`config.mk`:
```
export PLATFORM = sky130hd
export DESIGN_NAME = sql_transaction_savepoint_tracker
export DESIGN_NICKNAME = d
export VERILOG_FILES = /design/src/rtl/sqlsp_pkg.sv /design/src/rtl/sqlsp_ctrl.sv /design/src/rtl/sqlsp_dp.sv /design/src/rtl/sql_transaction_savepoint_tracker.sv
export SDC_FILE = /design/constraint.sdc
export NUM_CORES = 1
export LEC_CHECK = 0
export BUFFER_PORTS_ARGS = -buffer_cell sky130_fd_sc_hd__buf_2
export CORE_MARGIN = 5
export CORE_UTILIZATION = 45
export CTS_CLUSTER_DIAMETER = 60
export DETAILED_ROUTE_END_ITERATION = 6
export SLEW_MARGIN = 15
export SYNTH_ARGS = -nofsm -noshare
export SYNTH_HDL_FRONTEND = slang
export SYNTH_SLANG_ARGS = --single-unit
```
`constraint.sdc`:
```
create_clock -name i_clk -period 3.9 [get_ports i_clk]
set_clock_uncertainty 0.1 [all_clocks]
set_input_delay 0.585 -clock i_clk [delete_from_list [all_inputs] [get_ports i_clk]]
set_output_delay 0.585 -clock i_clk [all_outputs]
set_load 0.005 [all_outputs]
```
`src/rtl/sqlsp_pkg.sv`:
```
package sqlsp_pkg;

    localparam int STACK_DEPTH = 16;
    localparam int TAG_BITS    = 32;

    localparam int IDX_W = (STACK_DEPTH > 1) ? $clog2(STACK_DEPTH) : 1;
    localparam int CNT_W = $clog2(STACK_DEPTH + 1);

    typedef logic [TAG_BITS-1:0] t_tag;
    typedef logic [IDX_W-1:0]    t_idx;
    typedef logic [CNT_W-1:0]    t_cnt;

    typedef enum logic [2:0] {
        CMD_BEGIN       = 3'd0,
        CMD_COMMIT      = 3'd1,
        CMD_ROLLBACK    = 3'd2,
        CMD_SAVEPOINT   = 3'd3,
        CMD_ROLLBACK_TO = 3'd4,
        CMD_RELEASE     = 3'd5,
        CMD_MARK_FAILED = 3'd6
    } t_cmd;

    typedef enum logic [1:0] {
        ST_IDLE   = 2'd0,
        ST_IN_TXN = 2'd1,
        ST_FAILED = 2'd2
    } t_txn_status;

    typedef enum logic [1:0] {
        RK_COMPLETE = 2'd0,
        RK_ERROR    = 2'd1,
        RK_NONE     = 2'd2
    } t_reply_kind;

    typedef enum logic [2:0] {
        CT_BEGIN     = 3'd0,
        CT_COMMIT    = 3'd1,
        CT_ROLLBACK  = 3'd2,
        CT_SAVEPOINT = 3'd3,
        CT_RELEASE   = 3'd4
    } t_complete_tag;

    typedef enum logic [2:0] {
        ERR_NONE         = 3'd0,
        ERR_ALREADY      = 3'd1,
        ERR_FAILED_BLOCK = 3'd2,
        ERR_NO_TXN       = 3'd3,
        ERR_UNKNOWN_SP   = 3'd4,
        ERR_STACK_FULL   = 3'd5
    } t_error_code;

    typedef enum logic [1:0] {
        S_IDLE   = 2'd0,
        S_DECIDE = 2'd1,
        S_SEARCH = 2'd2,
        S_FINISH = 2'd3
    } t_ctrl_state;

    // Commands from the controller to the datapath.
    typedef struct packed {
        logic load;
        logic search_start;
        logic search_step;
        logic finish;
    } t_dp_cmd;

    // Status from the datapath to the controller.
    typedef struct packed {
        logic need_search;
        logic search_hit;
        logic search_last;
        logic out_free;
    } t_dp_stat;

endpackage

```
`src/rtl/sqlsp_ctrl.sv`:
```
module sqlsp_ctrl (
    input  logic                i_clk,
    input  logic                i_rst_n,
    input  logic                s_axis_tvalid,
    output logic                s_axis_tready,
    input  sqlsp_pkg::t_dp_stat i_stat,
    output sqlsp_pkg::t_dp_cmd  o_cmd
);
    import sqlsp_pkg::*;

    t_ctrl_state r_state;
    t_ctrl_state n_state;

    always_ff @(posedge i_clk) begin
        if (!i_rst_n) begin
            r_state <= S_IDLE;
        end else begin
            r_state <= n_state;
        end
    end

    always_comb begin
        n_state       = r_state;
        o_cmd         = '0;
        s_axis_tready = 1'b0;
        case (r_state)
            S_IDLE: begin
                s_axis_tready = 1'b1;
                if (s_axis_tvalid) begin
                    o_cmd.load = 1'b1;
                    n_state    = S_DECIDE;
                end
            end
            S_DECIDE: begin
                if (i_stat.need_search) begin
                    o_cmd.search_start = 1'b1;
                    n_state            = S_SEARCH;
                end else begin
                    n_state = S_FINISH;
                end
            end
            S_SEARCH: begin
                o_cmd.search_step = 1'b1;
                if (i_stat.search_hit || i_stat.search_last) begin
                    n_state = S_FINISH;
                end
            end
            S_FINISH: begin
                // Wait here only while the previous result is still unclaimed.
                if (i_stat.out_free) begin
                    o_cmd.finish = 1'b1;
                    n_state      = S_IDLE;
                end
            end
            default: begin
                n_state = S_IDLE;
            end
        endcase
    end

endmodule

```
`src/rtl/sqlsp_dp.sv`:
```
module sqlsp_dp (
    input  logic                i_clk,
    input  logic                i_rst_n,
    input  logic [31:0]         s_axis_tdata,
    input  logic [2:0]          s_axis_tuser,
    output logic                m_axis_tvalid,
    input  logic                m_axis_tready,
    output logic [7:0]          m_axis_tdata,
    output logic [1:0]          m_axis_tuser,
    input  sqlsp_pkg::t_dp_cmd  i_cmd,
    output sqlsp_pkg::t_dp_stat o_stat
);
    import sqlsp_pkg::*;

    t_tag          r_mem [STACK_DEPTH];
    t_tag          r_rd_data;
    t_idx          rd_addr;

    t_cmd          r_cmd;
    t_tag          r_tag;
    t_txn_status   r_status;
    t_cnt          r_count;
    t_idx          r_idx;
    logic          r_found;
    t_idx          r_pos;

    logic          r_out_valid;
    t_reply_kind   r_out_kind;
    t_complete_tag r_out_ctag;
    t_error_code   r_out_err;
    t_txn_status   r_out_status;

    t_reply_kind   n_kind;
    t_complete_tag n_ctag;
    t_error_code   n_err;
    t_txn_status   n_status;
    t_cnt          n_count;
    logic          push;
    logic          hit;

    assign hit = (r_rd_data == r_tag);

    assign o_stat.need_search = (r_count != '0) &&
                                (((r_cmd == CMD_ROLLBACK_TO) && (r_status != ST_IDLE)) ||
                                 ((r_cmd == CMD_RELEASE) && (r_status == ST_IN_TXN)));
    assign o_stat.search_hit  = hit;
    assign o_stat.search_last = ((CNT_W'(r_idx) + CNT_W'(1)) == r_count);
    assign o_stat.out_free    = !r_out_valid || m_axis_tready;

    assign rd_addr = i_cmd.search_start ? '0 : (r_idx + IDX_W'(1));

    // Tag store: one write port for pushes, one registered read port for the search.
    always_ff @(posedge i_clk) begin
        r_rd_data <= r_mem[rd_addr];
        if (i_cmd.finish && push) begin
            r_mem[r_count[IDX_W-1:0]] <= r_tag;
        end
    end

    always_ff @(posedge i_clk) begin
        if (i_cmd.load) begin
            r_cmd   <= t_cmd'(s_axis_tuser);
            r_tag   <= TAG_BITS'(s_axis_tdata);
            r_found <= 1'b0;
        end
        if (i_cmd.search_start) begin
            r_idx <= '0;
        end else if (i_cmd.search_step) begin
            if (hit) begin
                r_found <= 1'b1;
                r_pos   <= r_idx;
            end else begin
                r_idx <= r_idx + IDX_W'(1);
            end
        end
        if (i_cmd.finish) begin
            r_out_kind   <= n_kind;
            r_out_ctag   <= n_ctag;
            r_out_err    <= n_err;
            r_out_status <= n_status;
        end
    end

    always_ff @(posedge i_clk) begin
        if (!i_rst_n) begin
            r_status    <= ST_IDLE;
            r_count     <= '0;
            r_out_valid <= 1'b0;
        end else begin
            if (i_cmd.finish) begin
                r_status    <= n_status;
                r_count     <= n_count;
                r_out_valid <= 1'b1;
            end else if (m_axis_tready) begin
                r_out_valid <= 1'b0;
            end
        end
    end

    always_comb begin
        n_kind   = RK_NONE;
        n_ctag   = CT_BEGIN;
        n_err    = ERR_NONE;
        n_status = r_status;
        n_count  = r_count;
        push     = 1'b0;
        case (r_cmd)
            CMD_BEGIN: begin
                if (r_status != ST_IDLE) begin
                    n_status = ST_FAILED;
                    n_kind   = RK_ERROR;
                    n_err    = ERR_ALREADY;
                end else begin
                    n_status = ST_IN_TXN;
                    n_kind   = RK_COMPLETE;
                    n_ctag   = CT_BEGIN;
                end
            end
            CMD_COMMIT: begin
                if (r_status == ST_FAILED) begin
                    n_kind = RK_ERROR;
                    n_err  = ERR_FAILED_BLOCK;
                end else begin
                    n_status = ST_IDLE;
                    n_count  = '0;
                    n_kind   = RK_COMPLETE;
                    n_ctag   = CT_COMMIT;
                end
            end
            CMD_ROLLBACK: begin
                n_status = ST_IDLE;
                n_count  = '0;
                n_kind   = RK_COMPLETE;
                n_ctag   = CT_ROLLBACK;
            end
            CMD_SAVEPOINT: begin
                if (r_status != ST_IN_TXN) begin
                    n_kind = RK_ERROR;
                    n_err  = ERR_NO_TXN;
                end else if (r_count >= CNT_W'(STACK_DEPTH)) begin
                    n_kind = RK_ERROR;
                    n_err  = ERR_STACK_FULL;
                end else begin
                    push    = 1'b1;
                    n_count = r_count + CNT_W'(1);
                    n_kind  = RK_COMPLETE;
                    n_ctag  = CT_SAVEPOINT;
                end
            end
            CMD_ROLLBACK_TO: begin
                if (r_status == ST_IDLE) begin
                    n_kind = RK_ERROR;
                    n_err  = ERR_NO_TXN;
                end else if (!r_found) begin
                    n_status = ST_FAILED;
                    n_kind   = RK_ERROR;
                    n_err    = ERR_UNKNOWN_SP;
                end else begin
                    // The matching savepoint itself stays on the stack.
                    n_count  = CNT_W'(r_pos) + CNT_W'(1);
                    n_status = ST_IN_TXN;
                    n_kind   = RK_COMPLETE;
                    n_ctag   = CT_ROLLBACK;
                end
            end
            CMD_RELEASE: begin
                if (r_status != ST_IN_TXN) begin
                    n_kind = RK_ERROR;
                    n_err  = ERR_NO_TXN;
                end else if (!r_found) begin
                    n_status = ST_FAILED;
                    n_kind   = RK_ERROR;
                    n_err    = ERR_UNKNOWN_SP;
                end else begin
                    n_count = CNT_W'(r_pos);
                    n_kind  = RK_COMPLETE;
                    n_ctag  = CT_RELEASE;
                end
            end
            CMD_MARK_FAILED: begin
                n_status = ST_FAILED;
            end
            default: begin
                n_kind = RK_NONE;
            end
        endcase
    end

    assign m_axis_tvalid = r_out_valid;
    assign m_axis_tdata  = {r_out_status, r_out_err, r_out_ctag};
    assign m_axis_tuser  = r_out_kind;

endmodule

```
`src/rtl/sql_transaction_savepoint_tracker.sv`:
```
// Transaction and savepoint tracker for one database session. Each input item
// carries a command in s_axis_tuser and a savepoint tag in s_axis_tdata, and
// produces exactly one result item: the reply kind in m_axis_tuser and the
// completion tag, error code and resulting status in m_axis_tdata. Items are
// processed one at a time. Most commands pass through three steps (accept,
// decode, finish), and their result is written to the output register in the
// finish step. Rollback-to and release add a search step between decode and
// finish, because the oldest matching tag is found by walking the tag
// memory one entry per cycle through its single registered read port. A new
// item is accepted while the previous result still waits to be taken. The
// finish step of that new item then stalls until the earlier result has been
// taken. The tag memory is not cleared after reset; only entries below the
// stack count are ever compared.
module sql_transaction_savepoint_tracker (
    input  logic        i_clk,
    input  logic        i_rst_n,
    input  logic        s_axis_tvalid,
    output logic        s_axis_tready,
    input  logic [31:0] s_axis_tdata,   // [31:0] savepoint_tag
    input  logic [2:0]  s_axis_tuser,   // [2:0] command
    output logic        m_axis_tvalid,
    input  logic        m_axis_tready,
    output logic [7:0]  m_axis_tdata,   // [2:0] complete_tag, [5:3] error_code, [7:6] status
    output logic [1:0]  m_axis_tuser    // [1:0] reply_kind
);
    import sqlsp_pkg::*;

    t_dp_cmd  dp_cmd;
    t_dp_stat dp_stat;

    sqlsp_ctrl u_ctrl (
        .i_clk         (i_clk),
        .i_rst_n       (i_rst_n),
        .s_axis_tvalid (s_axis_tvalid),
        .s_axis_tready (s_axis_tready),
        .i_stat        (dp_stat),
        .o_cmd         (dp_cmd)
    );

    sqlsp_dp u_dp (
        .i_clk         (i_clk),
        .i_rst_n       (i_rst_n),
        .s_axis_tdata  (s_axis_tdata),
        .s_axis_tuser  (s_axis_tuser),
        .m_axis_tvalid (m_axis_tvalid),
        .m_axis_tready (m_axis_tready),
        .m_axis_tdata  (m_axis_tdata),
        .m_axis_tuser  (m_axis_tuser),
        .i_cmd         (dp_cmd),
        .o_stat        (dp_stat)
    );

endmodule
```
==> results of run 1 <==
sequential cells by signal (all words and copies together) (netlist names):
signal              flops
u_ctrl.r_state          2
u_dp.r_rd_data         32
u_dp.r_mem            512
u_dp.r_count            5
u_dp.r_out_err          3
u_dp.r_tag             32
u_dp.r_idx              4
u_dp.m_axis_tuser       2
u_dp.r_pos              4
u_dp.m_axis_tvalid      1
u_dp.r_found            1
u_dp.r_cmd              3
u_dp.r_out_ctag         3
u_dp.r_status           2
u_dp.r_out_status       2
worst max-delay path by stage:
| stage | from | endpoint | slack [ps] | cells after the start |
|---|---|---|---|---|
| after global routing | u_dp.r_cmd[2] | u_dp.r_mem[10][21] | 630 | 7 |
| after floorplan | u_dp.r_cmd[0] | u_dp.r_mem[12][0] | 430 | 6 |
| final | u_dp.r_cmd[1] | u_dp.r_rd_data[7] | 850 | 7 |
| after global placement | u_dp.r_tag[7] | u_dp.r_idx[1] | 910 | 6 |
| after detailed placement | u_dp.r_tag[7] | u_dp.r_idx[1] | 890 | 6 |
| after CTS | u_dp.r_tag[7] | u_dp.r_idx[1] | 860 | 6 |
metrics by stage:
stage,worst slack [ps],power (mW),cells,instance area [um2]
final,846.5,20.96,2167,27040
after global routing,634.2,22.05,2167,27040
after CTS,856.1,21.14,2167,27040
after detailed placement,889.4,15.21,2047,24980
after global placement,913.7,15.18,2047,24980
after floorplan,429.0,12.81,1336,23480
kinds of logic (layout without fill, tap and decap cells):
logic type      after synthesis  in the layout  share of synthesized area
flops                       608            608                     0.7576
compound gates              269            269                    0.07631
simple gates                173            173                    0.03363
mux                         139            139                    0.09518
buf+inv                      94            245                    0.01631
xor+xnor                     45             45                    0.01679
fa+ha+maj                     8              8                   0.004210
metal layers:
layer  global-route usage  share of wire
met4              0.04643          0.014
met2               0.2885           0.45
met1               0.3001           0.46
met5                    0              0
met3              0.04068          0.071
area by class of cell:
cell class	instances	area share
Clock buffer	94	0.06839
Sequential cell	608	0.6580
Clock inverter	26	0.007635
Tap cell	680	0.03147
Inverter	12	0.001758
Multi-Input combinational cell	634	0.2032
Timing Repair Buffer	113	0.02952
power groups by stage:
| stage | logic [mW] | clock network, mW | registers (mW) |
|---|---|---|---|
| after floorplan | 4.64 | 0 | 8.16 |
| after global placement | 7.06 | 0 | 8.11 |
| after detailed placement | 7.10 | 0 | 8.12 |
| after CTS | 7.13 | 6.02 | 7.98 |
| after global routing | 7.72 | 6.33 | 8.01 |
| final | 7.09 | 5.88 | 7.98 |
cell usage in the layout (no fill, tap or decap), types with 3 or more instances in the layout:
master	count
dfxtp_1	46
o21ai_1	15
mux2_2	34
nand3b_1	3
o2bb2ai_1	31
inv_1	9
clkbuf_16	68
nand3_1	5
xnor2_1	5
xor2_1	39
buf_2	50
inv_6	4
nand4_1	3
clkbuf_8	5
ha_1	6
clkbuf_1	21
a211oi_1	33
nor2_1	56
mux4_2	64
nor2_4	17
nor4_1	8
nand2b_1	6
edfxtp_1	561
o211ai_1	33
buf_12	6
o21ai_0	61
mux2i_1	41
a21oi_1	6
clkinv_2	13
o22ai_1	68
buf_4	57
nand2_1	51
==> reports/results.tsv, run 1 <==
stage	metric	value	unit
cts	CTS buffer count	66	
power_and_ir_drop	Reg power frac	0.381	
synth	top post-synthesis cells by count	edfxtp_1, nor2_1, o22ai_1	
cts	CTS tree	done	
critical_path	Worst Path Buf+Inv	1	
power_and_ir_drop	Static Leakage	8.776	nW
routing	Routed WL	55.38	mm
critical_path	Critical Path, Cell by Cell	buf_4 -> nor2b_4 -> o211ai_1 -> nor3_2 -> nand2b_2 -> o211ai_1 -> o21ai_0	
cts	cts hold-fix bufs	0	
routing	first drt pass iteration count	5	
power_and_ir_drop	Net Sw Frac	0.3375	
cts	clk sink count	608	
flow_run	max cap viols	0	
sta	Worst-Margin Slew	1030	ps
synth	leading area contributor after synthesis	edfxtp_1	
synth	Synth Net Count	1382	
power_and_ir_drop	Int Power	13.89	mW
synth	Most used DFF post-synth	edfxtp_1	
final_layout	Syn-to-layout area delta	15.16	%
critical_path	Worst Setup End Kind	flip-flop	
global_route	vias in the first global route	12530	
routing	drt first-iter violations	1235	
routing	Vias/cell	5.772	
sta	Period Utilization, post-route	0.7829	
final_layout	Final #Nets	1481	
critical_path	critical path's top delay family	simple AND/OR/NAND/NOR gates	
final_layout	share of cells above drive strength 1	0.2327	
critical_path	crit path launch type	flip-flop	
synth	Synth cell types	63	
routing	antenna-violating nets left	0	
cts	CTS root buf	clkbuf_16	
synth	post-synth top area share	0.7175	
global_route	antenna violations before repair	0	
critical_path	CP peak stage delay	760	ps
die	Initial Util	0.4558	
synth	Post-synth EDFFs	561	
min_path	worst hold path cell count	1	
critical_path	worst setup path class	reg2reg	
die	Die ar.	56840	um2
min_path	Hold Path End	u_dp.r_tag[13]	
sta	Final Setup Violations	0	
critical_path	crit path max fanout	31	
die	Ports	51	
cts	# resized after CTS	0	
outcome	status	complete, no violations	
routing	Routed WL per cell	25.55	um
synth	Async S/R FF share, synth	0	
min_path	hold crit path type	in2reg	
sta	Worst slew margin	0.3134	
die	die span in y	238.4	um
global_route	Global Route Usage Sum	0.1949	
critical_path	Critical R2R Capture	u_dp.r_rd_data[7]	
placed_design	Detail Placement HPWL	32.67	mm
power_and_ir_drop	combinational power share	0.338	
cts	Clock transition at path regs	60	ps
synth	most common cell in the netlist	edfxtp_1	
critical_path	Crit-path slowest cell	nand2b_2	
sta	RSZ-0062 raised after global routing	no	
placed_design	PortBufs	50	
final_layout	FILL cells	4151	
sta	Worst Hold Slack	64.39	ps
cts	postcts setup bufs	0	
critical_path	cell depth of the worst flop-to-flop path	7	
critical_path	register-to-register setup slack	850	ps
final_layout	final core utilization	0.5249	
sta	Slew Viols, Final	0	
cts	clk_lat worst skew	590	ps
critical_path	Top cell by count, worst path	o211ai_1	
final_layout	Sequential Area	17790	um2
routing	DRC	0	
sta	Setup TNS Final	0	ps
die	core area	51510	um2
synth	Syn Inst Count	1336	
placed_design	RD Place Congestion	0.8505	
global_route	GRT overflow	0	
critical_path	reg2reg start	u_dp.r_cmd[1]	
routing	routed vias	12510	
final_layout	n_diodes	0	
power_and_ir_drop	Pwr Density	775.2	nW/um2
power_and_ir_drop	clock share of power	0.281	
synth	Avg Inst Size Synth	17.57	um2
min_path	hold_sp	s_axis_tdata[13]	
cts	CTS max path bufs	3	
synth	YS warnings	0	
final_layout	area of the multi-input gates	5495	um2
cts	H-tree depth	3	
power_and_ir_drop	Max IR drop VDD	0.0005513	V
sta	fmax	327.5	MHz
critical_path	CP Data Required Time	4300	ps
synth	sequential fraction of the synthesis area	0.7576	
sta	post-route minimum period	3053	ps
synth	post-synthesis register bit count	608	
die	Die X	238.4	um
die	Rows	83	
synth	Mapped Area	23480	um2
global_route	global-route wire length before repair	82.74	mm
sta	final hold violations	0	
power_and_ir_drop	Net Sw Power	7.074	mW
global_route	largest net degree at the start of global routing	98	
synth	largest cells by area after synthesis	edfxtp_1, mux4_2, dfxtp_1	
critical_path	Worst EP arrival	3460	ps
No activity file was read; power rests on OpenSTA's default activity.
==> run 2: changes to the inputs <==
==> constraint.sdc (replaced) <==
create_clock -name i_clk -period 2.65 [get_ports i_clk]
set_clock_uncertainty 0.1 [all_clocks]
set_input_delay 0.3975 -clock i_clk [delete_from_list [all_inputs] [get_ports i_clk]]
set_output_delay 0.3975 -clock i_clk [all_outputs]
set_load 0.005 [all_outputs]
==> reports/results.tsv, run 2 (synthesis results as in run 1) <==
stage	metric	value	unit	change
routing	DRC	0		unchanged
cts	CTS root buf	clkbuf_16		unchanged
die	Die ar.	56840	um2	unchanged
routing	Routed WL per cell	24.99	um	was 25.55 um
critical_path	worst setup path class	reg2reg		unchanged
cts	clk sink count	608		unchanged
final_layout	FILL cells	4069		was 4,151
routing	drt first-iter violations	1251		was 1,235
placed_design	Detail Placement HPWL	31.86	mm	was 32.67 mm
sta	Final Setup Violations	0		unchanged
placed_design	Inst Count DP	2102		was 2,047
sta	Period Utilization, post-route	0.9490		was 0.7829
critical_path	CP Data Required Time	2810	ps	was 4300 ps
die	die span in y	238.4	um	unchanged
sta	Slew Viols, Final	0		unchanged
routing	antenna-violating nets left	0		unchanged
die	Die X	238.4	um	unchanged
global_route	routing usage on met2	0.3230		was 0.2885
global_route	vias in the first global route	12920		was 12,530
die	core area	51510	um2	unchanged
flow_run	max cap viols	0		unchanged
cts	clk_lat worst skew	590	ps	about the same
global_route	largest net degree at the start of global routing	97		was 98
global_route	antenna violations before repair	0		unchanged
sta	Worst slew margin	0.3269		was 0.3134
final_layout	Syn-to-layout area delta	20.56	%	was 15.16%
outcome	status	complete, no violations		unchanged
final_layout	commonest non-fill, non-tap cell in the layout	edfxtp_1		unchanged
cts	CTS buffer count	66		unchanged
power_and_ir_drop	Power Total	31.60	mW	was 20.96 mW
critical_path	crit path max fanout	28		was 31
sta	fmax	397.6	MHz	was 327.5 MHz
routing	routed vias	12840		was 12,510
critical_path	crit path launch type	flip-flop		unchanged
power_and_ir_drop	Max IR drop VDD	0.0009631	V	was 0.0005513 V
global_route	global-route track usage on met1	0.2793		was 0.3001
sta	RSZ-0062 raised after global routing	no		unchanged
global_route	Global Route Usage Sum	0.1985		was 0.1949
routing	Vias/cell	5.656		was 5.772
cts	H-tree depth	3		unchanged
final_layout	Final #Nets	1583		was 1,481
die	Rows	83		unchanged
placed_design	RD Place Congestion	0.8468		was 0.8505
global_route	GRT overflow	0		unchanged
power_and_ir_drop	Static Leakage	9.402	nW	was 8.776 nW
routing	Routed WL	56.73	mm	was 55.38 mm
cts	CTS max path bufs	3		unchanged
global_route	met3 Use GR	0.03398		was 0.04068
final_layout	n_diodes	0		unchanged
cts	Clock transition at path regs	60	ps	about the same
final_layout	final std cells w/o fill	2270		was 2,167
power_and_ir_drop	Pwr Density	1116	nW/um2	was 775.2 nW/um2
critical_path	Worst Setup End Kind	flip-flop		unchanged
cts	CTS tree	done		unchanged
sta	final hold violations	0		unchanged
die	Ports	51		unchanged
routing	first drt pass iteration count	5		unchanged
min_path	hold crit path type	in2reg		unchanged
sta	Worst-Margin Slew	1007	ps	was 1030 ps
placed_design	PortBufs	50		unchanged
final_layout	share of cells above drive strength 1	0.2585		was 0.2327
final_layout	max FFs per register	512		unchanged
critical_path	Worst EP arrival	2680	ps	was 3460 ps
final_layout	commonest cells after routing, fill and taps aside	edfxtp_1, buf_4, clkbuf_16		was edfxtp_1, o22ai_1, clkbuf_16
global_route	global routing's busiest layer	met2		was met1
global_route	global-route wire length before repair	83.96	mm	was 82.74 mm
sta	post-route minimum period	2515	ps	was 3053 ps
die	Initial Util	0.4558		unchanged
run 2: cell types whose count changed in the layout (fill, tap and decap cells not counted), sizes merged:
| cell | delta |
|---|---|
| buf | +65 |
| dlygate4sd3 | +37 |
| clkinv | +3 |
| bufinv | +2 |
| clkbuf | -2 |
| clkinvlp | -1 |
| inv | -1 |
run 2: what timing repair did:
action / 4_1_cts / 5_1_grt
endpoints found under the hold margin: 39 / 0
resized for setup: 0 / 2
setup buffers: 0 / 10
setup endpoints to repair: 0 / 100
hold buffers: 37 / 0
run 2: worst paths after layout:
check                          from                  to  slack (ps)  cells after the start
setup / recovery      u_dp.r_cmd[0]   u_dp.r_mem[8][18]         140                      6
hold reg to reg   u_dp.r_mem[0][30]  u_dp.r_rd_data[30]         390                      2
hold / removal        s_axis_tvalid        u_dp.r_found          90                      3
setup reg to reg      u_dp.r_cmd[0]   u_dp.r_mem[8][18]         140                      6
run 2: per-stage QoR:
step / setup WS (ps) / TNS [ps] / instance area (um2) / utilization / hold slack, ps
4_1_cts: 81.09 / 0 / 28220 / 0.5479 / 50.09
2_1_floorplan: -200.4 / -81950 / 23540 / - / 306.4
6_report: 135.0 / 0 / 28310 / 0.5496 / 85.02
3_5_place_dp: 100.9 / 0 / 25700 / 0.4989 / 381.9
3_3_place_gp: 102.8 / 0 / 25700 / 0.4989 / 387.7
5_1_grt: 1.047 / 0 / 28310 / 0.5496 / 92.68
run 2: power by group:
| group | leakage (nW) | internal [mW] | total, mW | switching [mW] |
|---|---|---|---|---|
| logic | 2.89 | 4.57 | 10.8 | 6.25 |
| registers | 5.45 | 11.4 | 11.7 | 0.334 |
| clock network | 1.06 | 5.38 | 9.04 | 3.66 |
| total | 9.40 | 21.4 | 31.6 | 10.2 |
run 2: metal layers:
| layer | vias to the layer above | part of all wire |
|---|---|---|
| li1 | 5761 | - |
| met1 | 6600 | 0.43 |
| met2 | 387 | 0.49 |
| met3 | 89 | 0.059 |
| met4 | 2 | 0.020 |
| met5 | - | 0.0013 |
run 2: cell type report:
| type | instances | area, um2 | area share |
|---|---|---|---|
| Tap cell | 680 | 850.8 | 0.03006 |
| Multi-Input combinational cell | 634 | 5504 | 0.1944 |
| Clock inverter | 29 | 227.7 | 0.008045 |
| Clock buffer | 92 | 1926 | 0.06803 |
| Timing Repair Buffer | 215 | 1961 | 0.06926 |
| Inverter | 12 | 47.55 | 0.001680 |
| Sequential cell | 608 | 17790 | 0.6285 |
run 2: worst max-delay path, cell delays in order (launching register included):
cell and delay, ps:
edfxtp_1 520, nand3b_1 140, nor2_1 140, nand2_1 140, or4_1 650, nor2_4 210
buf_12 250
==> run 3: changes to the inputs <==
--- a/config.mk
+++ b/config.mk
@@ -10,6 +10,7 @@
 export CORE_UTILIZATION = 45
 export CTS_CLUSTER_DIAMETER = 60
 export DETAILED_ROUTE_END_ITERATION = 6
+export GPL_TIMING_DRIVEN = 0
 export SLEW_MARGIN = 15
 export SYNTH_ARGS = -nofsm -noshare
 export SYNTH_HDL_FRONTEND = slang
==> reports/results.tsv, run 3 (synthesis results as in run 1) <==
stage	metric	value	unit	change
flow_run	max cap viols	0		unchanged
sta	Setup TNS Final	0	ps	unchanged
critical_path	Top cell by count, worst path	clkbuf_2		
routing	Vias/cell	5.641		was 5.656
die	Die X	238.4	um	unchanged
die	Rows	83		unchanged
critical_path	crit path launch type	flip-flop		unchanged
critical_path	Worst EP arrival	2900	ps	was 2680 ps
final_layout	commonest non-fill, non-tap cell in the layout	edfxtp_1		unchanged
placed_design	dpl ws	-1045	ps	was 100.9 ps
final_layout	final core utilization	0.5600		was 0.5496
die	Ports	51		unchanged
routing	Routed WL	57.42	mm	was 56.73 mm
final_layout	commonest cells after routing, fill and taps aside	edfxtp_1, clkbuf_16, o22ai_1		was edfxtp_1, buf_4, clkbuf_16
final_layout	share of cells above drive strength 1	0.2780		was 0.2585
global_route	largest net degree at the start of global routing	24		was 97
critical_path	CP Data Required Time	3000	ps	was 2810 ps
routing	drt first-iter violations	1265		was 1,251
power_and_ir_drop	Power Total	32.09	mW	was 31.60 mW
sta	Worst-Margin Slew	810.6	ps	was 1007 ps
critical_path	Crit-path slowest cell	ha_2		was or4_1
sta	Final Setup Violations	0		unchanged
placed_design	Placed Area	25050	um2	was 25,700 um2
die	Die ar.	56840	um2	unchanged
final_layout	final std cells w/o fill	2324		was 2,270
placed_design	RD Place Congestion	0.8427		was 0.8468
outcome	status	complete, no violations		unchanged
placed_design	Inst Count DP	2081		was 2,102
final_layout	FILL cells	4092		was 4,069
global_route	Global Route Usage Sum	0.2011		was 0.1985
placed_design	PortBufs	50		unchanged
cts	CTS tree	done		unchanged
routing	DRC	0		unchanged
power_and_ir_drop	Max IR drop VDD	0.0006277	V	was 0.0009631 V
critical_path	worst setup path class	reg2reg		unchanged
critical_path	Worst setup startpoint	u_dp.r_idx[1]		was u_dp.r_cmd[0]
sta	final hold violations	0		unchanged
cts	clk sink count	608		unchanged
sta	fmax	392.0	MHz	was 397.6 MHz
die	die span in y	238.4	um	unchanged
cts	H-tree depth	3		unchanged
cts	CTS root buf	clkbuf_16		unchanged
sta	RSZ-0062 raised after global routing	yes		was no
critical_path	reg2reg start	u_dp.r_idx[1]		was u_dp.r_cmd[0]
cts	Clock transition at path regs	60	ps	about the same
min_path	hold crit path type	in2reg		unchanged
routing	antenna-violating nets left	0		unchanged
critical_path	Critical Path, Cell by Cell	ha_2 -> clkbuf_2 -> clkbuf_2 -> mux4_2 -> o211ai_1 -> o21ai_0		was nand3b_1 -> nor2_1 -> nand2_1 -> or4_1 -> nor2_4 -> buf_12
final_layout	Final Instance Area	28850	um2	was 28,310 um2
global_route	GRT overflow	0		unchanged
cts	CTS max path bufs	3		unchanged
die	core area	51510	um2	unchanged
critical_path	CP peak stage delay	440	ps	was 650 ps
routing	first drt pass iteration count	5		unchanged
power_and_ir_drop	Pwr Density	1112	nW/um2	was 1116 nW/um2
sta	Worst Hold Slack	92.57	ps	was 85.02 ps
final_layout	n_diodes	0		unchanged
placed_design	Detail Placement HPWL	34.83	mm	was 31.86 mm
sta	post-route minimum period	2551	ps	was 2515 ps
sta	Slew Viols, Final	0		unchanged
critical_path	crit path max fanout	10		was 28
global_route	vias in the first global route	13160		was 12,920
sta	Final WS setup	99.07	ps	was 135.0 ps
final_layout	Syn-to-layout area delta	22.86	%	was 20.56%
cts	CTS buffer count	67		was 66
routing	Routed WL per cell	24.71	um	was 24.99 um
sta	Period Utilization, post-route	0.9626		was 0.9490
global_route	antenna violations before repair	0		unchanged
min_path	hold_sp	s_axis_tvalid		unchanged
cts	clk_lat worst skew	590	ps	about the same
final_layout	Final #Nets	1639		was 1,583
critical_path	Worst Setup End Kind	flip-flop		unchanged
die	Initial Util	0.4558		unchanged
global_route	global-route wire length before repair	85.22	mm	was 83.96 mm
routing	routed vias	13110		was 12,840
final_layout	max FFs per register	512		unchanged
power_and_ir_drop	Static Leakage	9.644	nW	was 9.402 nW
sta	Worst slew margin	0.4596		was 0.3269
-- run 3: what timing repair did --
| item | CTS | global route |
|---|---|---|
| endpoints found under the hold margin | 38 | 0 |
| setup endpoints to repair | 555 | 243 |
| buffers inserted | 36 | 52 |
| pin swaps | 20 | 3 |
| hold buffers | 37 | 0 |
| cloned | 2 | 0 |
| resized for setup | 98 | 29 |
-- run 3: per-layer routing --
| layer | vias to the layer above | wire, um | global-route usage |
|---|---|---|---|
| met4 | 0 | 1593 | 0.06000 |
| met1 | 6714 | 24390 | 0.2804 |
| met2 | 427 | 27470 | 0.3233 |
| met5 | - | 0 | 0 |
| li1 | 5865 | - | - |
| met3 | 104 | 3964 | 0.04219 |
-- run 3: worst max-delay path: cells and delay by family, from the launching register on --
kind,cells,cell delay (ps)
mux,1,380
compound gates,2,350
buf+inv,2,790
flops,1,350
fa+ha+maj,1,440
-- run 3: layout make-up --
cell class / count / area, um2 / area share
Sequential cell: 608 / 17790 / 0.6166
Multi-Input combinational cell: 636 / 5554 / 0.1925
Timing Repair Buffer: 190 / 1984 / 0.06879
Clock buffer: 97 / 1893 / 0.06563
Tap cell: 680 / 850.8 / 0.02949
Buffer: 78 / 447.9 / 0.01553
Clock inverter: 23 / 281.5 / 0.009759
Inverter: 12 / 47.55 / 0.001648
-- run 3: path summary, 6_finish.rpt --
check / endpoint / slack (ps) / cells after the start
worst min register to register: u_dp.r_mem[15][16] / 350 / 0
worst max-delay path: u_dp.r_rd_data[8] / 100 / 6
worst max register to register: u_dp.r_rd_data[8] / 100 / 6
worst min-delay path: u_dp.r_found / 90 / 3
-- run 3: report_power, final --
group | switching, mW | total [mW] | leakage, nW | internal (mW)
logic | 6.64 | 11.1 | 3.13 | 4.41
clock network | 3.62 | 9.18 | 1.06 | 5.56
registers | 0.437 | 11.9 | 5.45 | 11.4
total | 10.7 | 32.1 | 9.64 | 21.4
